--- src/dlr_pkg.sv ---
// Shared types and constants for the DDA line rasterizer.
package dlr_pkg;

    localparam int COORD_W = 6;
    localparam int PAGE_W  = 3;
    localparam int BIT_W   = 3;

    localparam int DEF_SCREEN_WIDTH  = 64;
    localparam int DEF_SCREEN_HEIGHT = 48;
    localparam int DEF_FRACTION_BITS = 16;

    localparam int QUEUE_DEPTH = 2;

    typedef struct packed {
        logic [COORD_W-1:0] start_x;
        logic [COORD_W-1:0] start_y;
        logic [COORD_W-1:0] end_x;
        logic [COORD_W-1:0] end_y;
    } line_req_t;

    typedef struct packed {
        logic [COORD_W-1:0] pixel_x;
        logic [COORD_W-1:0] pixel_y;
        logic [PAGE_W-1:0]  page_index;
        logic [BIT_W-1:0]   bit_index;
        logic               last_pixel;
    } pixel_t;

    // Classified line: start point, delta magnitudes and signs, step count.
    typedef struct packed {
        logic [COORD_W-1:0] x0;
        logic [COORD_W-1:0] y0;
        logic [COORD_W-1:0] mag_x;
        logic [COORD_W-1:0] mag_y;
        logic               neg_x;
        logic               neg_y;
        logic [COORD_W-1:0] steps;
    } line_job_t;

endpackage

--- src/dlr_front.sv ---
// Front end: accepts line requests, forms deltas and step count, drops empty lines.
module dlr_front (
    input  logic               clk,
    input  logic               rst_n,
    input  logic               req_valid,
    output logic               req_stall,
    input  dlr_pkg::line_req_t req,
    output logic               job_valid,
    input  logic               job_full,
    output dlr_pkg::line_job_t job
);
    import dlr_pkg::*;

    logic               job_valid_reg, job_valid_next;
    line_job_t          job_reg, job_next;
    logic               take;
    logic               ready;
    logic [COORD_W:0]   dx, dy;
    logic [COORD_W:0]   ax, ay;

    assign ready     = !job_valid_reg || !job_full;
    assign req_stall = !ready;
    assign take      = req_valid && ready;

    always_comb
    begin
        dx = {1'b0, req.end_x} - {1'b0, req.start_x};
        dy = {1'b0, req.end_y} - {1'b0, req.start_y};
        ax = dx[COORD_W] ? -dx : dx;
        ay = dy[COORD_W] ? -dy : dy;
        job_next.x0    = req.start_x;
        job_next.y0    = req.start_y;
        job_next.mag_x = ax[COORD_W-1:0];
        job_next.mag_y = ay[COORD_W-1:0];
        job_next.neg_x = dx[COORD_W];
        job_next.neg_y = dy[COORD_W];
        job_next.steps = (ax >= ay) ? ax[COORD_W-1:0] : ay[COORD_W-1:0];
    end

    always_comb
    begin
        job_valid_next = job_valid_reg;
        if (take)
            job_valid_next = (job_next.steps != '0);
        else if (job_valid_reg && !job_full)
            job_valid_next = 1'b0;
    end

    always_ff @(posedge clk or negedge rst_n)
    begin
        if (!rst_n)
            job_valid_reg <= 1'b0;
        else
            job_valid_reg <= job_valid_next;
    end

    always_ff @(posedge clk)
    begin
        if (take)
            job_reg <= job_next;
    end

    assign job_valid = job_valid_reg;
    assign job       = job_reg;

endmodule

--- src/dlr_queue.sv ---
// Short job queue between the front end and the stepper.
module dlr_queue (
    input  logic               clk,
    input  logic               rst_n,
    input  logic               push,
    input  dlr_pkg::line_job_t push_job,
    output logic               full,
    input  logic               pop,
    output logic               not_empty,
    output dlr_pkg::line_job_t pop_job
);
    import dlr_pkg::*;

    localparam int AW = (QUEUE_DEPTH > 1) ? $clog2(QUEUE_DEPTH) : 1;
    localparam int CW = $clog2(QUEUE_DEPTH + 1);

    line_job_t       mem [QUEUE_DEPTH];
    logic [AW-1:0]   wr_ptr_reg, wr_ptr_next;
    logic [AW-1:0]   rd_ptr_reg, rd_ptr_next;
    logic [CW-1:0]   count_reg, count_next;
    logic            do_push, do_pop;

    assign full      = (count_reg == CW'(QUEUE_DEPTH));
    assign not_empty = (count_reg != '0);
    assign do_push   = push && !full;
    assign do_pop    = pop && not_empty;
    assign pop_job   = mem[rd_ptr_reg];

    always_comb
    begin
        wr_ptr_next = wr_ptr_reg;
        rd_ptr_next = rd_ptr_reg;
        count_next  = count_reg;
        if (do_push)
            wr_ptr_next = (wr_ptr_reg == AW'(QUEUE_DEPTH - 1)) ? '0 : wr_ptr_reg + 1'b1;
        if (do_pop)
            rd_ptr_next = (rd_ptr_reg == AW'(QUEUE_DEPTH - 1)) ? '0 : rd_ptr_reg + 1'b1;
        if (do_push && !do_pop)
            count_next = count_reg + 1'b1;
        else if (do_pop && !do_push)
            count_next = count_reg - 1'b1;
    end

    always_ff @(posedge clk or negedge rst_n)
    begin
        if (!rst_n)
        begin
            wr_ptr_reg <= '0;
            rd_ptr_reg <= '0;
            count_reg  <= '0;
        end
        else
        begin
            wr_ptr_reg <= wr_ptr_next;
            rd_ptr_reg <= rd_ptr_next;
            count_reg  <= count_next;
        end
    end

    always_ff @(posedge clk)
    begin
        if (do_push)
            mem[wr_ptr_reg] <= push_job;
    end

endmodule

--- src/dlr_back.sv ---
// Back end: increment division, DDA stepping, last-pixel lookahead and output register.
module dlr_back #(
    parameter int SCREEN_WIDTH  = dlr_pkg::DEF_SCREEN_WIDTH,
    parameter int SCREEN_HEIGHT = dlr_pkg::DEF_SCREEN_HEIGHT,
    parameter int FRACTION_BITS = dlr_pkg::DEF_FRACTION_BITS
) (
    input  logic               clk,
    input  logic               rst_n,
    input  logic               job_avail,
    input  dlr_pkg::line_job_t job,
    output logic               job_pop,
    output logic               pix_valid,
    input  logic               pix_stall,
    output dlr_pkg::pixel_t    pix
);
    import dlr_pkg::*;

    localparam int DIV_N  = COORD_W + FRACTION_BITS;
    localparam int DIV_CW = $clog2(DIV_N + 1);
    localparam int ACC_W  = DIV_N + 1;

    localparam logic [1:0] ST_IDLE  = 2'd0;
    localparam logic [1:0] ST_DIV   = 2'd1;
    localparam logic [1:0] ST_STEP  = 2'd2;
    localparam logic [1:0] ST_FLUSH = 2'd3;

    logic [1:0]          state_reg, state_next;
    logic [DIV_CW-1:0]   div_cnt_reg, div_cnt_next;
    logic [COORD_W-1:0]  step_cnt_reg, step_cnt_next;
    line_job_t           job_reg;

    // quotient shifts in from the bottom while the dividend shifts out the top
    logic [DIV_N-1:0]    dq_x_reg, dq_x_next, dq_y_reg, dq_y_next;
    logic [COORD_W-1:0]  rem_x_reg, rem_x_next, rem_y_reg, rem_y_next;
    logic [COORD_W:0]    rsh_x, rsh_y, rsub_x, rsub_y;
    logic                ge_x, ge_y;

    logic signed [ACC_W-1:0] acc_x_reg, acc_x_next, acc_y_reg, acc_y_next;
    logic signed [ACC_W-1:0] inc_x_reg, inc_x_next, inc_y_reg, inc_y_next;
    logic signed [ACC_W-1:0] q_x, q_y;

    logic [COORD_W-1:0]  cand_x, cand_y;
    logic                cand_ok;

    logic                hold_valid_reg, hold_valid_next;
    logic [COORD_W-1:0]  hold_x_reg, hold_y_reg;
    logic                hold_load;

    logic                out_valid_reg, out_valid_next;
    pixel_t              out_reg;
    logic                out_free;
    logic                push;
    logic                push_last;
    logic                advance;

    assign out_free = !out_valid_reg || !pix_stall;
    assign job_pop  = (state_reg == ST_IDLE) && job_avail;

    // one restoring-division bit per cycle for both axes
    always_comb
    begin
        rsh_x  = {rem_x_reg, dq_x_reg[DIV_N-1]};
        rsh_y  = {rem_y_reg, dq_y_reg[DIV_N-1]};
        ge_x   = (rsh_x >= {1'b0, job_reg.steps});
        ge_y   = (rsh_y >= {1'b0, job_reg.steps});
        rsub_x = rsh_x - {1'b0, job_reg.steps};
        rsub_y = rsh_y - {1'b0, job_reg.steps};
    end

    always_comb
    begin
        q_x = $signed({1'b0, dq_x_reg});
        q_y = $signed({1'b0, dq_y_reg});
        if (job_reg.neg_x)
            q_x = -q_x;
        if (job_reg.neg_y)
            q_y = -q_y;
    end

    assign cand_x  = acc_x_reg[FRACTION_BITS +: COORD_W];
    assign cand_y  = acc_y_reg[FRACTION_BITS +: COORD_W];
    assign cand_ok = !acc_x_reg[ACC_W-1] && !acc_y_reg[ACC_W-1] &&
                     (int'(cand_x) < SCREEN_WIDTH) && (int'(cand_y) < SCREEN_HEIGHT);

    // a visible pixel pushes out the held one, so it can stall on the output
    assign advance = !(cand_ok && hold_valid_reg && !out_free);

    always_comb
    begin
        state_next      = state_reg;
        div_cnt_next    = div_cnt_reg;
        step_cnt_next   = step_cnt_reg;
        dq_x_next       = dq_x_reg;
        dq_y_next       = dq_y_reg;
        rem_x_next      = rem_x_reg;
        rem_y_next      = rem_y_reg;
        acc_x_next      = acc_x_reg;
        acc_y_next      = acc_y_reg;
        inc_x_next      = inc_x_reg;
        inc_y_next      = inc_y_reg;
        hold_valid_next = hold_valid_reg;
        hold_load       = 1'b0;
        push            = 1'b0;
        push_last       = 1'b0;
        case (state_reg)
            ST_IDLE:
            begin
                if (job_avail)
                begin
                    dq_x_next    = {job.mag_x, {FRACTION_BITS{1'b0}}};
                    dq_y_next    = {job.mag_y, {FRACTION_BITS{1'b0}}};
                    rem_x_next   = '0;
                    rem_y_next   = '0;
                    div_cnt_next = DIV_CW'(DIV_N);
                    state_next   = ST_DIV;
                end
            end
            ST_DIV:
            begin
                dq_x_next    = {dq_x_reg[DIV_N-2:0], ge_x};
                dq_y_next    = {dq_y_reg[DIV_N-2:0], ge_y};
                rem_x_next   = ge_x ? rsub_x[COORD_W-1:0] : rsh_x[COORD_W-1:0];
                rem_y_next   = ge_y ? rsub_y[COORD_W-1:0] : rsh_y[COORD_W-1:0];
                div_cnt_next = div_cnt_reg - 1'b1;
                if (div_cnt_reg == '0)
                begin
                    dq_x_next     = dq_x_reg;
                    dq_y_next     = dq_y_reg;
                    rem_x_next    = rem_x_reg;
                    rem_y_next    = rem_y_reg;
                    div_cnt_next  = div_cnt_reg;
                    inc_x_next    = q_x;
                    inc_y_next    = q_y;
                    acc_x_next    = $signed({1'b0, job_reg.x0, 1'b1,
                                             {(FRACTION_BITS-1){1'b0}}});
                    acc_y_next    = $signed({1'b0, job_reg.y0, 1'b1,
                                             {(FRACTION_BITS-1){1'b0}}});
                    step_cnt_next = job_reg.steps;
                    state_next    = ST_STEP;
                end
            end
            ST_STEP:
            begin
                if (advance)
                begin
                    if (cand_ok)
                    begin
                        push            = hold_valid_reg;
                        hold_load       = 1'b1;
                        hold_valid_next = 1'b1;
                    end
                    acc_x_next    = acc_x_reg + inc_x_reg;
                    acc_y_next    = acc_y_reg + inc_y_reg;
                    step_cnt_next = step_cnt_reg - 1'b1;
                    if (step_cnt_reg == COORD_W'(1))
                        state_next = ST_FLUSH;
                end
            end
            ST_FLUSH:
            begin
                if (!hold_valid_reg)
                    state_next = ST_IDLE;
                else if (out_free)
                begin
                    push            = 1'b1;
                    push_last       = 1'b1;
                    hold_valid_next = 1'b0;
                    state_next      = ST_IDLE;
                end
            end
            default:
            begin
                state_next = ST_IDLE;
            end
        endcase
    end

    always_comb
    begin
        out_valid_next = out_valid_reg;
        if (out_free)
            out_valid_next = push;
    end

    always_ff @(posedge clk or negedge rst_n)
    begin
        if (!rst_n)
        begin
            state_reg      <= ST_IDLE;
            hold_valid_reg <= 1'b0;
            out_valid_reg  <= 1'b0;
        end
        else
        begin
            state_reg      <= state_next;
            hold_valid_reg <= hold_valid_next;
            out_valid_reg  <= out_valid_next;
        end
    end

    always_ff @(posedge clk)
    begin
        div_cnt_reg  <= div_cnt_next;
        step_cnt_reg <= step_cnt_next;
        dq_x_reg     <= dq_x_next;
        dq_y_reg     <= dq_y_next;
        rem_x_reg    <= rem_x_next;
        rem_y_reg    <= rem_y_next;
        acc_x_reg    <= acc_x_next;
        acc_y_reg    <= acc_y_next;
        inc_x_reg    <= inc_x_next;
        inc_y_reg    <= inc_y_next;
        if (job_pop)
            job_reg <= job;
        if (hold_load)
        begin
            hold_x_reg <= cand_x;
            hold_y_reg <= cand_y;
        end
        if (out_free && push)
        begin
            out_reg.pixel_x    <= hold_x_reg;
            out_reg.pixel_y    <= hold_y_reg;
            out_reg.page_index <= hold_y_reg[COORD_W-1:BIT_W];
            out_reg.bit_index  <= hold_y_reg[BIT_W-1:0];
            out_reg.last_pixel <= push_last;
        end
    end

    assign pix_valid = out_valid_reg;
    assign pix       = out_reg;

endmodule

--- src/dda_line_rasterizer_top.sv ---
// Top level of the DDA line rasterizer.
//
//  channel | direction | handshake              | payload
//  req     | in        | req_valid / req_stall  | line_req_t: start_x, start_y, end_x, end_y
//  pix     | out       | pix_valid / pix_stall  | pixel_t: pixel_x, pixel_y, page, bit, last
//
// A line goes through the bit-serial increment divider, which divides by steps
// (steps = longer axis span, up to 63), then the stepper at one pixel step per
// cycle unless the output stalls. Zero-length lines are dropped in the front end.
// Reset clears the queue, the stepper state and the output valid flag.
// A stall on pix holds the stepper; the queue keeps taking requests until full.
module dda_line_rasterizer_top #(
    parameter int SCREEN_WIDTH  = dlr_pkg::DEF_SCREEN_WIDTH,
    parameter int SCREEN_HEIGHT = dlr_pkg::DEF_SCREEN_HEIGHT,
    parameter int FRACTION_BITS = dlr_pkg::DEF_FRACTION_BITS
) (
    input  logic               clk,
    input  logic               rst_n,
    input  logic               req_valid,
    output logic               req_stall,
    input  dlr_pkg::line_req_t req,
    output logic               pix_valid,
    input  logic               pix_stall,
    output dlr_pkg::pixel_t    pix
);
    import dlr_pkg::*;

    logic      front_valid;
    line_job_t front_job;
    logic      q_full;
    logic      q_not_empty;
    line_job_t q_job;
    logic      q_pop;

    dlr_front u_front (
        .clk       (clk),
        .rst_n     (rst_n),
        .req_valid (req_valid),
        .req_stall (req_stall),
        .req       (req),
        .job_valid (front_valid),
        .job_full  (q_full),
        .job       (front_job)
    );

    dlr_queue u_queue (
        .clk       (clk),
        .rst_n     (rst_n),
        .push      (front_valid),
        .push_job  (front_job),
        .full      (q_full),
        .pop       (q_pop),
        .not_empty (q_not_empty),
        .pop_job   (q_job)
    );

    dlr_back #(
        .SCREEN_WIDTH  (SCREEN_WIDTH),
        .SCREEN_HEIGHT (SCREEN_HEIGHT),
        .FRACTION_BITS (FRACTION_BITS)
    ) u_back (
        .clk       (clk),
        .rst_n     (rst_n),
        .job_avail (q_not_empty),
        .job       (q_job),
        .job_pop   (q_pop),
        .pix_valid (pix_valid),
        .pix_stall (pix_stall),
        .pix       (pix)
    );

endmodule

--- config.mk ---
export PLATFORM = sky130hd
export DESIGN_NAME = dda_line_rasterizer_top
export DESIGN_NICKNAME = d
export VERILOG_FILES = /design/src/dlr_pkg.sv /design/src/dlr_front.sv /design/src/dlr_queue.sv /design/src/dlr_back.sv /design/src/dda_line_rasterizer_top.sv
export SDC_FILE = /design/constraint.sdc
export NUM_CORES = 1
export LEC_CHECK = 0
export BUFFER_PORTS_ARGS = -buffer_cell sky130_fd_sc_hd__buf_2
export CELL_PAD_IN_SITES_DETAIL_PLACEMENT = 1
export CELL_PAD_IN_SITES_GLOBAL_PLACEMENT = 2
export CORE_ASPECT_RATIO = 1.1
export CORE_MARGIN = 5
export CORE_UTILIZATION = 25
export DETAILED_ROUTE_END_ITERATION = 12
export GPL_TIMING_DRIVEN = 1
export PLACE_DENSITY_LB_ADDON = 0.25
export SLEW_MARGIN = 25
export SYNTH_ARGS = -nofsm -noshare
export SYNTH_HDL_FRONTEND = slang
export SYNTH_SLANG_ARGS = --single-unit
export TNS_END_PERCENT = 1
--- constraint.sdc ---
create_clock -name clk -period 6.4 [get_ports clk]
set_clock_uncertainty 0.2 [all_clocks]
set_input_delay 1.28 -clock clk [delete_from_list [all_inputs] [get_ports clk]]
set_output_delay 1.28 -clock clk [all_outputs]
set_load 0.01 [all_outputs]
# == Word level (Yosys, flattened, before mapping) ==
# Memory sizes are Yosys's and may differ from the RTL's.
# Cells that the tools add are included.
# word_totals
reg_bits,251
latch_bits,0
ramBits,64
romBits,0
output_inout_bits,21
word_cells,166
memories,1
# mem_list
memory,words,word_bits,rd,rd_ports_with_merged_regs,write_ports,line,rtl
u_queue.mem,2,32,1,0,1,dlr_queue.sv:17,line_job_t mem [QUEUE_DEPTH];
# classes
addsub,16
mul,0
div_mod_pow,0
n_lt_le_gt_ge,4
n_eq_ne,12
n_shift,0
mux,58
bitwise,0
n_reduce_logical,37
# ops
cell,n
$mux W22,6
$mux W23,4
$pmux W23 S2,2
$pmux W22 S2,2
$mux W6,8
$add A23 B23 Y23,2
$neg A22 Y23,2
$pmux W6 S2,3
$mux W1,17
$mux W2,8
$ge A7 B6 Y1,2
$mux W7,2
$neg A7 Y7,2
$sub A6 B6 Y7,2
$reduce_bool A2 Y1,6
$sub A6 B6 Y6,2
$logic_and A1 B1 Y1,11
$logic_not A1 Y1,10
$mux W5,2
$pmux W5 S2,1
$reduce_and A3 Y1,3
$ne A2 B1 Y1 const B,4
$pmux W2 S4,1
$ge A7 B7 Y1,1
18 further kinds,24

# == Longest topological paths before layout ==
# Gate-level depths: netlist (run 1).
# logic_depth
ltp_word,8
ltp_mapped,18

# == Hierarchy ==
# A second synthesis (run 1) with hierarchy kept.
# unflattened
hier_cells,1321
area_unflattened_um2,16554.6
# modules_own_cells
module,n_inst,cells_each,area_each_um2,seq_area_each_um2
dlr_back,1,1004,11707.5,6226.0
dlr_queue,1,119,2662.6,2021.9
dlr_front,1,198,2184.6,985.9

# == Worst setup path after synthesis (run 1) ==
# No wires, ideal clock.
# synth_path
kind,register to register
start,reg u_back.state_reg[1]
end,reg u_back.div_cnt_reg[0] (enable)
setup_ns,0.480
arrival_time_ns,4.273
required_ns,5.720
slack_ns,1.447
stages_incl_launch_ff,6
cell_sequence,dfrtp_1 -> inv_1 -> ha_1 -> clkbuf_1 -> and2_1 -> nor2_1
# synth_via
elab_chain_len,3
elab_cells_between_ends,6
classes_between,3 x eq/ne; 3 x reduce/logical
# synth_rtl
element,line,rtl
"start, declared",dlr_back.sv:27,"logic [1:0] state_reg, state_next;"
"start signal, assigned",dlr_back.sv:195,state_reg <= state_next;
$eq A2 B1 Y1 / $logic_not A2 Y1 (equally long branches),dlr_back.sv:105,case (state_reg)
"$ne A2 B2 Y1 (no line), or another cell as far along",--,
$reduce_and A3 Y1 (no line) *,--,
"end signal, assigned",dlr_back.sv:203,div_cnt_reg <= div_cnt_next;
"end, declared",dlr_back.sv:28,"logic [DIV_CW-1:0] div_cnt_reg, div_cnt_next;"
# Mark *: on every way between the ends. The rest lies on a longest branch, timed or not.
# A chain may end at the register's enable or synchronous reset.

# == Worst setup path in the final report (run 1) ==
# layout_path
start,in req[6] (netlist name)
end,reg u_front.job_valid_reg (netlist: u_front.job_valid)
# layout_via
elab_cells_between_ends,7
classes_between,2 x add/sub; 1 x order compare; 3 x mux; 1 x reduce/logical
# layout_lines
element,line,rtl
"start, declared",dda_line_rasterizer_top.sv:21,"input dlr_pkg::line_req_t req,"
$sub A6 B6 Y7 *,dlr_front.sv:27,"dx = {1'b0, req.end_x} - {1'b0, req.start_x};"
named net u_front.dx[6],dlr_front.sv:18,"logic [COORD_W:0] dx, dy;"
$mux W7 *,dlr_front.sv:29,ax = dx[COORD_W] ? -dx : dx;
named net u_front.ax[2],dlr_front.sv:19,"logic [COORD_W:0] ax, ay;"
$ge A7 B7 Y1,dlr_front.sv:37,job_next.steps = (ax >= ay) ? ax[COORD_W-1:0] : ay[COORD_W-1:0];
$mux W6 *,dlr_front.sv:37,
$reduce_bool A6 Y1 *,dlr_front.sv:44,job_valid_next = (job_next.steps != '0);
$mux W1 *,dlr_front.sv:43,if (take)
"end signal, assigned",dlr_front.sv:54,job_valid_reg <= job_valid_next;
"end, declared",dlr_front.sv:14,"logic job_valid_reg, job_valid_next;"
# Mark *: on every way through the listed nets, which the timed path passes. The rest lies on a longest branch.

==> impl_metrics.env, run 1 <==
export IMPL_antenna_cells=0
export IMPL_htree_levels=2
export IMPL_start_util_pct=25.3
export IMPL_critPathArrivalTime_ns=4.70
export IMPL_register_area_um2=9230
export IMPL_report_final_setup_viol=0
export IMPL_synth_top_area_share_pct=58.3
export IMPL_synth_top_family_by_area="simple AND/OR/NAND/NOR gates"
export IMPL_synth_compound_area_share_pct=9.82
export IMPL_place_congestion=0.740
export IMPL_syn_avg_cell_area_um2=12.9
export IMPL_grt_max_degree=77
export IMPL_core_area_um2=61200
export IMPL_layout_min_cycle_time_ns=4.47
export IMPL_grtUsageTotal_pct=10.3
export IMPL_setup_ws_ns=1.93
export IMPL_ant_nets=0
export IMPL_start_kind="primary input"
export IMPL_async_flop_share_pct=2.91
export IMPL_wl_mm=34.4
export IMPL_r2r_start="u_back.inc_x_reg[0]$_DFFE_PP_"
export IMPL_cp_required_ns=6.63
export IMPL_synth_area_leaders="edfxtp_1 (58%), ha_1 (7.1%), xnor2_1 (4.1%), o21ai_0 (2.4%), mux2_2 (2.3%)"
export IMPL_syn_num_nets=1322
export IMPL_rows=95
export IMPL_yosys_warnings=0
export IMPL_vdd_drop_max_mv=0.389
export IMPL_leakagePower_nw=6.52
export IMPL_viasPerCell=4.34
export IMPL_die_w_um=247
export IMPL_seq_area_frac_synth_pct=59.7
export IMPL_final_hold_viol_count=0
export IMPL_io_buffers=48
export IMPL_fmax_mhz=223
export IMPL_fillers=6630
export IMPL_cts_buffers=37
export IMPL_grt_pass1_wl_mm=55.3
export IMPL_combPwrFrac_pct=37.0
export IMPL_via_count=9165
export IMPL_holdWs_ns=0.222
export IMPL_die_area_um2=66900
export IMPL_cts_tree="built"
export IMPL_clkSlewWorstSetupHoldPaths_ns=0.06
export IMPL_ys_ff_latch=309
export IMPL_largest_reg_flops=64
export IMPL_post_cts_buffers=0
export IMPL_ys_flop_type="edfxtp_1"
export IMPL_overflow=0
export IMPL_seqPwrFrac_pct=41.1
export IMPL_dp_worst_setup_slack_ns=1.34
export IMPL_syn_to_final_growth_pct=15.8
export IMPL_clk_latency_ns=0.56
export IMPL_switching_share_pct=36.3
export IMPL_drive_above_1_share_pct=13.3
export IMPL_clk_path_buf_depth=3
export IMPL_period_share_pct=69.9
export IMPL_hold_depth=0
export IMPL_syn_instance_count=1200
export IMPL_drv_cap=0
export IMPL_rsz0062_at_grt="false"
export IMPL_cts_root_buf="clkbuf_16"
export IMPL_drc_errors=0
export IMPL_hold_path_end="u_back.pix[1]$_DFFE_PP_"
export IMPL_final_common_cell="edfxtp_1"
export IMPL_clockPowerShare_pct=21.9
export IMPL_io_pins=49
export IMPL_cts_sinks=309
export IMPL_synth_area_um2=15500
export IMPL_hp_start="u_back.hold_y_reg[0]$_DFFE_PP_"
export IMPL_setup_tns_ns=0
export IMPL_postCtsHoldBufs=0
export IMPL_synth_simple_area_share_pct=10.0
export IMPL_drt_iter0_markers=371
export IMPL_cpPeakStageDelay_ns=0.40
export IMPL_synth_edf_count=300
export IMPL_antenna_found_initial=1
export IMPL_muxShareOfSynthArea_pct=4.10
export IMPL_path_cells="buf_2 -> inv_1 -> ha_1 -> inv_1 -> fa_1 -> a211o_1 -> o211ai_1 -> o2bb2ai_1 -> nor2b_1 -> xnor2_1 -> ha_1 -> o21ai_0 -> o21ai_0 -> a31oi_1 -> buf_4 -> or3_1 -> nor3_1 -> o211ai_1"
export IMPL_hold_class="reg -> reg"
export IMPL_synth_largest_area_cell="edfxtp_1"
export IMPL_final_nets=1384
export IMPL_intPower_mw=6.20
export IMPL_maxSlewHeadroom_pct=41.4
export IMPL_multiInputGateArea_um2=5830
export IMPL_dp_hpwl_mm=23.9
export IMPL_power_density_nw_per_um2=545
export IMPL_r2r_cells=11
export IMPL_critPathKind="in -> reg"
export IMPL_worstMarginPinSlew_ns=0.878
export IMPL_slew_violations=0
export IMPL_grt_pass1_vias=9784
export IMPL_outcome="complete, no violations"
export IMPL_drt_wirelength_per_cell_um=16.2
export IMPL_crit_fanout=13
export IMPL_synth_fa_ha_area_share_pct=7.90
export IMPL_cts_resized=0
export IMPL_slowest_stage="fa_1"
export IMPL_synth_distinct_cells=68
export IMPL_final_core_util_pct=29.2
export IMPL_rrSetupSlack_ns=3.00
export IMPL_crit_path_end_kind="flip-flop"
export IMPL_die_h_um=271
export IMPL_r2r_end="u_back.acc_x_reg[18]$_DFFE_PP_"
export IMPL_first_pass_iters=4
export IMPL_power_switching_mw=3.54
export IMPL_final_cell_mix="edfxtp_1 (300), ha_1 (87), o21ai_0 (73)"
export IMPL_synth_xor_area_share_pct=5.78
[kinds of logic (layout without fill, tap and decap cells)]
logic type,count (synthesis),in the layout
XOR/XNOR,102,102
adder cells (fa/ha/maj),94,94
flip-flops,309,309
AO/OA/AOI/OAI,231,231
AND/OR/NAND/NOR,303,303
buffers and inverters,102,192
multiplexers,59,59
[worst max-delay path, delay by kind of cell]
kind | cells | cell delay (ns)
and+or+nand+nor | 3 | 0.73
AOI/OAI and AO/OA | 7 | 1.25
buffers and inverters | 4 | 0.37
xor gates and xnor gates | 1 | 0.26
adders and majority gates | 3 | 0.79
[metal layers]
metal  vias up  global-route usage (%)  wire [um]
met1      4486                    14.2      16700
met3        48                    2.06       1090
li1       4538                       -          -
met5         -                       0          0
met4         0                    2.88        766
met2        93                    16.5      15800
[synth_stat cells, drive strengths merged, types with 5 or more instances]
cell type,number
and3,6
xor2,30
nor3,21
nand2,70
a21oi,57
edfxtp,300
nor2,69
buf,10
xnor2,72
inv,64
nand4,7
a211oi,11
nand2b,17
nor2b,20
or4,5
mux2,32
o21bai,9
or3,10
and2,44
nand3,13
o41ai,7
a21o,17
fa,6
o21a,7
clkbuf,28
a31oi,7
o31ai,16
mux2i,27
ha,88
dfrtp,9
o21ai,76
nand3b,7
[power groups by stage]
stage | registers [mW] | logic [mW] | clock network [mW]
6_report | 4.00 | 3.61 | 2.13
4_1_cts | 4.02 | 3.73 | 2.22
3_3_place_gp | 4.04 | 3.65 | 0
5_1_grt | 4.11 | 4.10 | 2.31
2_1_floorplan | 3.87 | 2.74 | 0
3_5_place_dp | 4.06 | 3.70 | 0
[worst max-delay path by stage]
stage | from | endpoint | slack, ns | depth (start not counted)
final | req[6] | u_front.job_valid$_DFFE_PN0P_ | 1.93 | 18
after floorplan | u_back.state_reg[1]$_DFFE_PN0P_ | u_back.div_cnt_reg[0]$_SDFFCE_PN0P_ | 1.45 | 5
after global routing | req[6] | u_front.job_valid$_DFFE_PN0P_ | 1.52 | 18
after detailed placement | req[6] | u_front.job_valid$_DFFE_PN0P_ | 1.34 | 18
after global placement | req[6] | u_front.job_valid$_DFFE_PN0P_ | 1.42 | 18
after CTS | req[6] | u_front.job_valid$_DFFE_PN0P_ | 1.95 | 18
[per-stage QoR]
stage	instance area, um^2	total power, mW	std cells
2_1_floorplan	15500	6.61	1200
3_3_place_gp	16700	7.69	2047
3_5_place_dp	16700	7.76	2047
4_1_cts	17900	9.97	2114
5_1_grt	17900	10.5	2114
6_report	17900	9.74	2114
[layout make-up]
class	count	area share, %
clock buffers	46	5.48
clock inverters	21	1.33
inverters	64	1.34
multi-input cells	789	32.6
flip-flops and latches	309	51.6
well taps	824	5.76
repair buffers	61	1.89
(Power assumes the default switching activity.)
==> inputs of run 2 (changes only) <==
--- a/config.mk
+++ b/config.mk
@@ -5,6 +5,7 @@
 export SDC_FILE = /design/constraint.sdc
 export NUM_CORES = 1
 export LEC_CHECK = 0
+export ABC_AREA = 1
 export BUFFER_PORTS_ARGS = -buffer_cell sky130_fd_sc_hd__buf_2
 export CELL_PAD_IN_SITES_DETAIL_PLACEMENT = 1
 export CELL_PAD_IN_SITES_GLOBAL_PLACEMENT = 2
==> constraint.sdc (replaced) <==
create_clock -name clk -period 4.6 [get_ports clk]
set_clock_uncertainty 0.2 [all_clocks]
set_input_delay 0.92 -clock clk [delete_from_list [all_inputs] [get_ports clk]]
set_output_delay 0.92 -clock clk [all_outputs]
set_load 0.01 [all_outputs]
==> run 2 against run 1 <==
Power rose by 40%. Flip-flop and latch count did not move. Critical path depth rose by 5. Via count rose by 25%. Cell count rose by 24%.
==> impl_metrics.env, run 2 <==
export IMPL_grt_pass1_wl_mm=66.8
export IMPL_place_area_um2=17700
export IMPL_crit_path_frequent_cell="nand2_1"
export IMPL_synth_fa_ha_area_share_pct=7.41
export IMPL_syn_instance_count=1678
export IMPL_drt_wirelength_per_cell_um=15.8
export IMPL_ys_flop_type="edfxtp_1"
export IMPL_final_common_cell="nand2_1"
export IMPL_start_kind="primary input"
export IMPL_final_nets=1865
export IMPL_grtUsageTotal_pct=11.7
export IMPL_async_flop_share_pct=2.91
export IMPL_place_congestion=0.809
export IMPL_first_pass_iters=4
export IMPL_vdd_drop_max_mv=0.416
export IMPL_via_count=11419
export IMPL_synth_top_family_by_area="simple AND/OR/NAND/NOR gates"
export IMPL_synth_most_common_cell="nand2_1"
export IMPL_maxSlewHeadroom_pct=44.9
export IMPL_antenna_found_initial=1
export IMPL_power_switching_mw=5.46
export IMPL_layout_min_cycle_time_ns=3.78
export IMPL_cp_required_ns=4.83
export IMPL_synth_compound_area_share_pct=9.00
export IMPL_crit_fanout=6
export IMPL_antenna_cells=0
export IMPL_synth_area_leaders="edfxtp_1 (55%), nand2_1 (8.4%), ha_1 (6.7%), inv_1 (5.4%), a21oi_1 (3.9%)"
export IMPL_slew_violations=0
export IMPL_switching_share_pct=39.9
export IMPL_ant_nets=0
export IMPL_syn_num_nets=1800
export IMPL_synth_top_area_share_pct=54.7
export IMPL_viasPerCell=4.36
export IMPL_start_util_pct=25.3
export IMPL_cts_tree="built"
export IMPL_synth_area_um2=16500
export IMPL_cpPeakStageDelay_ns=0.46
export IMPL_wl_mm=41.4
export IMPL_yosys_warnings=0
export IMPL_synth_simple_area_share_pct=18.0
export IMPL_leakagePower_nw=8.05
export IMPL_grt_pass1_vias=12089
export IMPL_htree_levels=2
export IMPL_period_share_pct=82.1
export IMPL_synth_edf_count=300
export IMPL_drv_cap=0
export IMPL_syn_avg_cell_area_um2=9.82
export IMPL_drt_iter0_markers=366
export IMPL_path_cells="buf_2 -> inv_1 -> ha_1 -> inv_1 -> fa_1 -> inv_1 -> ha_1 -> nand2_1 -> inv_1 -> nand2_2 -> nor4_1 -> ha_1 -> a21o_1 -> nor2_1 -> nand2_1 -> nor2_4 -> nand2_1 -> nand2_1 -> nand3_1 -> nor2_1 -> nand3_1 -> nand2_1 -> nand2_1"
export IMPL_power_density_nw_per_um2=721
export IMPL_critPathTopFamily="simple AND/OR/NAND/NOR gates"
export IMPL_largest_reg_flops=64
export IMPL_fin_cells=2622
export IMPL_report_final_setup_viol=0
export IMPL_seq_area_frac_synth_pct=56.0
export IMPL_core_area_um2=65100
export IMPL_clk_path_buf_depth=3
export IMPL_final_hold_viol_count=0
export IMPL_io_pins=49
export IMPL_combPwrFrac_pct=39.2
export IMPL_critPathBufInv=5
export IMPL_clockPowerShare_pct=21.7
export IMPL_dp_worst_setup_slack_ns=0.264
export IMPL_die_area_um2=71100
export IMPL_clkSlewWorstSetupHoldPaths_ns=0.06
export IMPL_postCtsHoldBufs=0
export IMPL_drive_above_1_share_pct=10.8
export IMPL_slowest_stage="fa_1"
export IMPL_cts_resized=0
export IMPL_synth_largest_area_cell="edfxtp_1"
export IMPL_synth_xor_area_share_pct=3.03
export IMPL_clk_latency_ns=0.54
export IMPL_fmax_mhz=265
export IMPL_setup_ws_ns=0.824
export IMPL_outcome="complete, no violations"
export IMPL_cts_buffers=37
export IMPL_io_buffers=48
export IMPL_crit_path_end_kind="flip-flop"
export IMPL_final_core_util_pct=29.1
export IMPL_register_area_um2=9230
export IMPL_critPathKind="in -> reg"
export IMPL_drc_errors=0
export IMPL_setup_tns_ns=0
export IMPL_place_inst=2554
export IMPL_critPathArrivalTime_ns=4.00
export IMPL_muxShareOfSynthArea_pct=0
export IMPL_multiInputGateArea_um2=6190
export IMPL_rsz0062_at_grt="false"
export IMPL_fillers=7384
export IMPL_die_w_um=255
export IMPL_worstMarginPinSlew_ns=0.826
export IMPL_final_cell_mix="nand2_1 (368), edfxtp_1 (300), inv_1 (233)"
export IMPL_intPower_mw=8.22
export IMPL_grt_max_degree=58
export IMPL_cts_root_buf="clkbuf_16"
export IMPL_design_area_um2=19000
export IMPL_cts_sinks=309
export IMPL_ys_ff_latch=309
export IMPL_rows=98
export IMPL_seqPwrFrac_pct=39.0
export IMPL_post_cts_buffers=0
export IMPL_netlist_top_cells_count="nand2_1 (368), edfxtp_1 (300), inv_1 (235)"
export IMPL_dp_hpwl_mm=31.5
export IMPL_overflow=0
export IMPL_synth_distinct_cells=51
export IMPL_hold_class="in -> async"
export IMPL_die_h_um=279
export IMPL_syn_to_final_growth_pct=15.2
## run 2: changes by cell type after synthesis, sizes merged, moves of 43 or more
cell,previous run,this run
a21oi,57,138
inv,64,241
and2,44,1
nand2,70,386
nor2,69,139
nand3,13,86
xnor2,72,10
## run 2: path summary, 6_finish.rpt
kind | startpoint | to | slack [ns] | depth (start not counted)
hold / removal | rst_n | u_back.state_reg[1]$_DFFE_PN0P_ | 0.07 | 1
hold reg to reg | u_back.hold_x_reg[3]$_DFFE_PP_ | u_back.pix[16]$_DFFE_PP_ | 0.22 | 0
setup / recovery | req[6] | u_front.job_valid$_DFFE_PN0P_ | 0.82 | 23
max in group asynchronous | rst_n | u_queue.count_reg[0]$_DFFE_PN0P_ | 3.87 | 1
setup reg to reg | u_back.state_reg[0]$_DFFE_PN0P_ | u_back.state_reg[0]$_DFFE_PN0P_ | 1.39 | 9
min in group clk | u_back.hold_x_reg[3]$_DFFE_PP_ | u_back.pix[16]$_DFFE_PP_ | 0.22 | 0
## run 2: metal layers
metal	vias to the layer above	part of all wire [%]	global-route usage, %
met1	5434	48	16.0
met2	108	47	19.3
met4	2	2.0	2.88
li1	5819	-	-
met5	-	0.031	0
met3	56	3.1	1.86
## run 2: power by group through the flow
stage / registers (mW) / logic (mW) / clock network [mW]
final: 5.34 / 5.37 / 2.97
after global routing: 5.47 / 6.21 / 3.22
after CTS: 5.37 / 5.54 / 3.11
after detailed placement: 5.42 / 5.51 / 0
after global placement: 5.40 / 5.41 / 0
after floorplan: 5.21 / 3.97 / 0
## run 2: worst register-to-register path: stages, from the launching register on
cell      delay [ns]
dfrtp_1         0.41
inv_1           0.16
ha_1            0.20
buf_4           0.51
clkinv_1        0.84
o221ai_1        0.41
inv_1           0.09
nand2_1         0.11
nor3_1          0.06
a21oi_1         0.13
## run 2: final cells by class
class	count	area share, %
clock inverters	25	1.28
inverters	243	4.81
clock buffers	43	5.27
well taps	850	5.60
flip-flops and latches	309	48.7
multi-input cells	1092	32.6
repair buffers	60	1.74
## run 2: cell families after synthesis
logic type / after synthesis
AND/OR/NAND/NOR: 682
XOR/XNOR: 57
adder cells (fa/ha/maj): 94
flip-flops: 309
AO/OA/AOI/OAI: 259
buffers and inverters: 277
## run 2: metrics by stage
| stage | hold WS (ns) | power [mW] |
|---|---|---|
| detailed placement | 0.207 | 10.9 |
| floorplan | 0.200 | 9.17 |
| global route | 0.0624 | 14.9 |
| CTS | 0.0406 | 14.0 |
| global placement | 0.206 | 10.8 |
| finish | 0.0748 | 13.7 |
==> inputs of run 3 (changes only) <==
==> constraint.sdc (replaced) <==
create_clock -name clk -period 3.4 [get_ports clk]
set_clock_uncertainty 0.2 [all_clocks]
set_input_delay 0.68 -clock clk [delete_from_list [all_inputs] [get_ports clk]]
set_output_delay 0.68 -clock clk [all_outputs]
set_load 0.01 [all_outputs]
==> run 3 against run 2 <==
First-iteration DRC count up 7.1%. Clock-buffer cell count is 1 lower. Critical endpoint unchanged. Highest routed layer unchanged. Combinational power grew 44%.
==> impl_metrics.env, run 3 (synthesis gave the netlist of run 2 again) <==
export IMPL_clk_path_buf_depth=3
export IMPL_fillers=7396
export IMPL_largest_reg_flops=64
export IMPL_final_hold_viol_count=0
export IMPL_crit_path_frequent_cell="nand2_2"
export IMPL_hold_depth=1
export IMPL_critPathArrivalTime_ns=3.43
export IMPL_hold_class="in -> reg"
export IMPL_grtUsageTotal_pct=11.5
export IMPL_layout_min_cycle_time_ns=3.22
export IMPL_cp_required_ns=3.61
export IMPL_viasPerCell=4.36
export IMPL_slowest_stage="fa_2"
export IMPL_fmax_mhz=311
export IMPL_fin_cells=2702
export IMPL_crit_fanout=3
export IMPL_slew_violations=0
export IMPL_cpPeakStageDelay_ns=0.56
export IMPL_final_core_util_pct=30.5
export IMPL_drt_iter0_markers=392
export IMPL_clk_latency_ns=0.52
export IMPL_crit_path_end_kind="flip-flop"
export IMPL_drt_wirelength_per_cell_um=15.4
export IMPL_io_buffers=48
export IMPL_start_kind="primary input"
export IMPL_wl_mm=41.5
export IMPL_final_nets=1947
export IMPL_worstMarginPinSlew_ns=0.854
export IMPL_drc_errors=0
export IMPL_die_h_um=279
export IMPL_maxSlewHeadroom_pct=43.0
export IMPL_dp_hpwl_mm=32.1
export IMPL_via_count=11772
export IMPL_die_w_um=255
export IMPL_grt_pass1_wl_mm=66.5
export IMPL_first_pass_iters=4
export IMPL_grt_max_degree=34
export IMPL_place_inst=2635
export IMPL_grt_pass1_vias=12462
export IMPL_power_density_nw_per_um2=954
export IMPL_final_cell_mix="nand2_1 (346), edfxtp_1 (300), inv_1 (222)"
export IMPL_vdd_drop_max_mv=0.300
export IMPL_overflow=0
export IMPL_final_common_cell="nand2_1"
export IMPL_outcome="complete, no violations"
export IMPL_cts_root_buf="clkbuf_16"
export IMPL_cts_tree="built"
export IMPL_clkSlewWorstSetupHoldPaths_ns=0.06
export IMPL_ant_nets=0
export IMPL_drive_above_1_share_pct=18.0
export IMPL_htree_levels=2
export IMPL_core_area_um2=65100
export IMPL_period_share_pct=94.6
export IMPL_antenna_found_initial=1
export IMPL_place_congestion=0.819
export IMPL_rrSetupSlack_ns=0.75
export IMPL_antenna_cells=0
export IMPL_drv_cap=0
export IMPL_r2r_cells=9
export IMPL_cts_sinks=309
export IMPL_die_area_um2=71100
export IMPL_cts_buffers=35
export IMPL_report_final_setup_viol=0
export IMPL_syn_to_final_growth_pct=20.4
export IMPL_critPathKind="in -> reg"
export IMPL_rows=98
export IMPL_start_util_pct=25.3
export IMPL_leakagePower_nw=8.45
export IMPL_io_pins=49
-- run 3: layout make-up --
cell class                 instances  area, um^2  share of cell area (%)
timing repair buffer             144         980                    4.94
multi-input combinational       1092        6440                    32.5
inverter                         243         912                    4.60
sequential                       309        9230                    46.5
clock inverter                    22         295                    1.49
tap                              850        1060                    5.36
clock buffer                      42         912                    4.60
-- run 3: where the power goes --
part           leakage, nW  switching, mW  internal [mW]
sequential            2.95          0.807           6.40
clock                0.581           1.56           2.40
combinational         4.92           5.12           2.62
-- run 3: timing repair --
action / CTS / global route
endpoints found under the hold margin: 9 / 0
setup endpoints to repair: 5 / 7
pin swaps: 0 / 38
buffers inserted: 0 / 2
hold buffers: 1 / 0
gates resized for setup: 3 / 69
-- run 3: per-stage QoR --
step	hold slack [ns]	power, mW	TNS [ns]	setup WS [ns]	area, um^2
2_1_floorplan	0.184	12.4	-31.59	-0.322	16500
3_3_place_gp	0.207	14.9	-3.71	-0.636	18400
3_5_place_dp	0.206	15.1	-4.16	-0.686	18400
4_1_cts	0.128	19.2	0	0.00731	19600
5_1_grt	0.134	20.5	-0.0167	-0.0167	19800
6_report	0.156	18.9	0	0.182	19800
-- run 3: routing by layer --
layer	wire, um	global-route usage [%]	vias to the layer above
met5	13	0	-
met4	740	2.68	2
met3	1110	1.57	44
met2	19800	19.7	111
met1	19800	15.4	5634
li1	-	-	5981
-- run 3: final timing paths --
kind,end,start
min in group asynchronous,u_back.pix_valid$_DFFE_PN0N_,rst_n
min,u_front.job[23]$_DFFE_PP_,req[15]
min reg2reg,u_back.pix[4]$_DFFE_PP_,u_back.hold_y_reg[3]$_DFFE_PP_
max reg2reg,u_back.acc_x_reg[16]$_DFFE_PP_,u_back.inc_x_reg[0]$_DFFE_PP_
max in group asynchronous,u_queue.rd_ptr_reg$_DFFE_PN0P_,rst_n
max,u_front.job_valid$_DFFE_PN0P_,req[6]
-- run 3: critical path, delay by kind of cell --
| kind | cells | cell delay [ns] |
|---|---|---|
| simple gates | 16 | 1.23 |
| fa+ha+maj | 4 | 1.08 |
| buf+inv | 6 | 0.35 |
| compound gates | 1 | 0.06 |
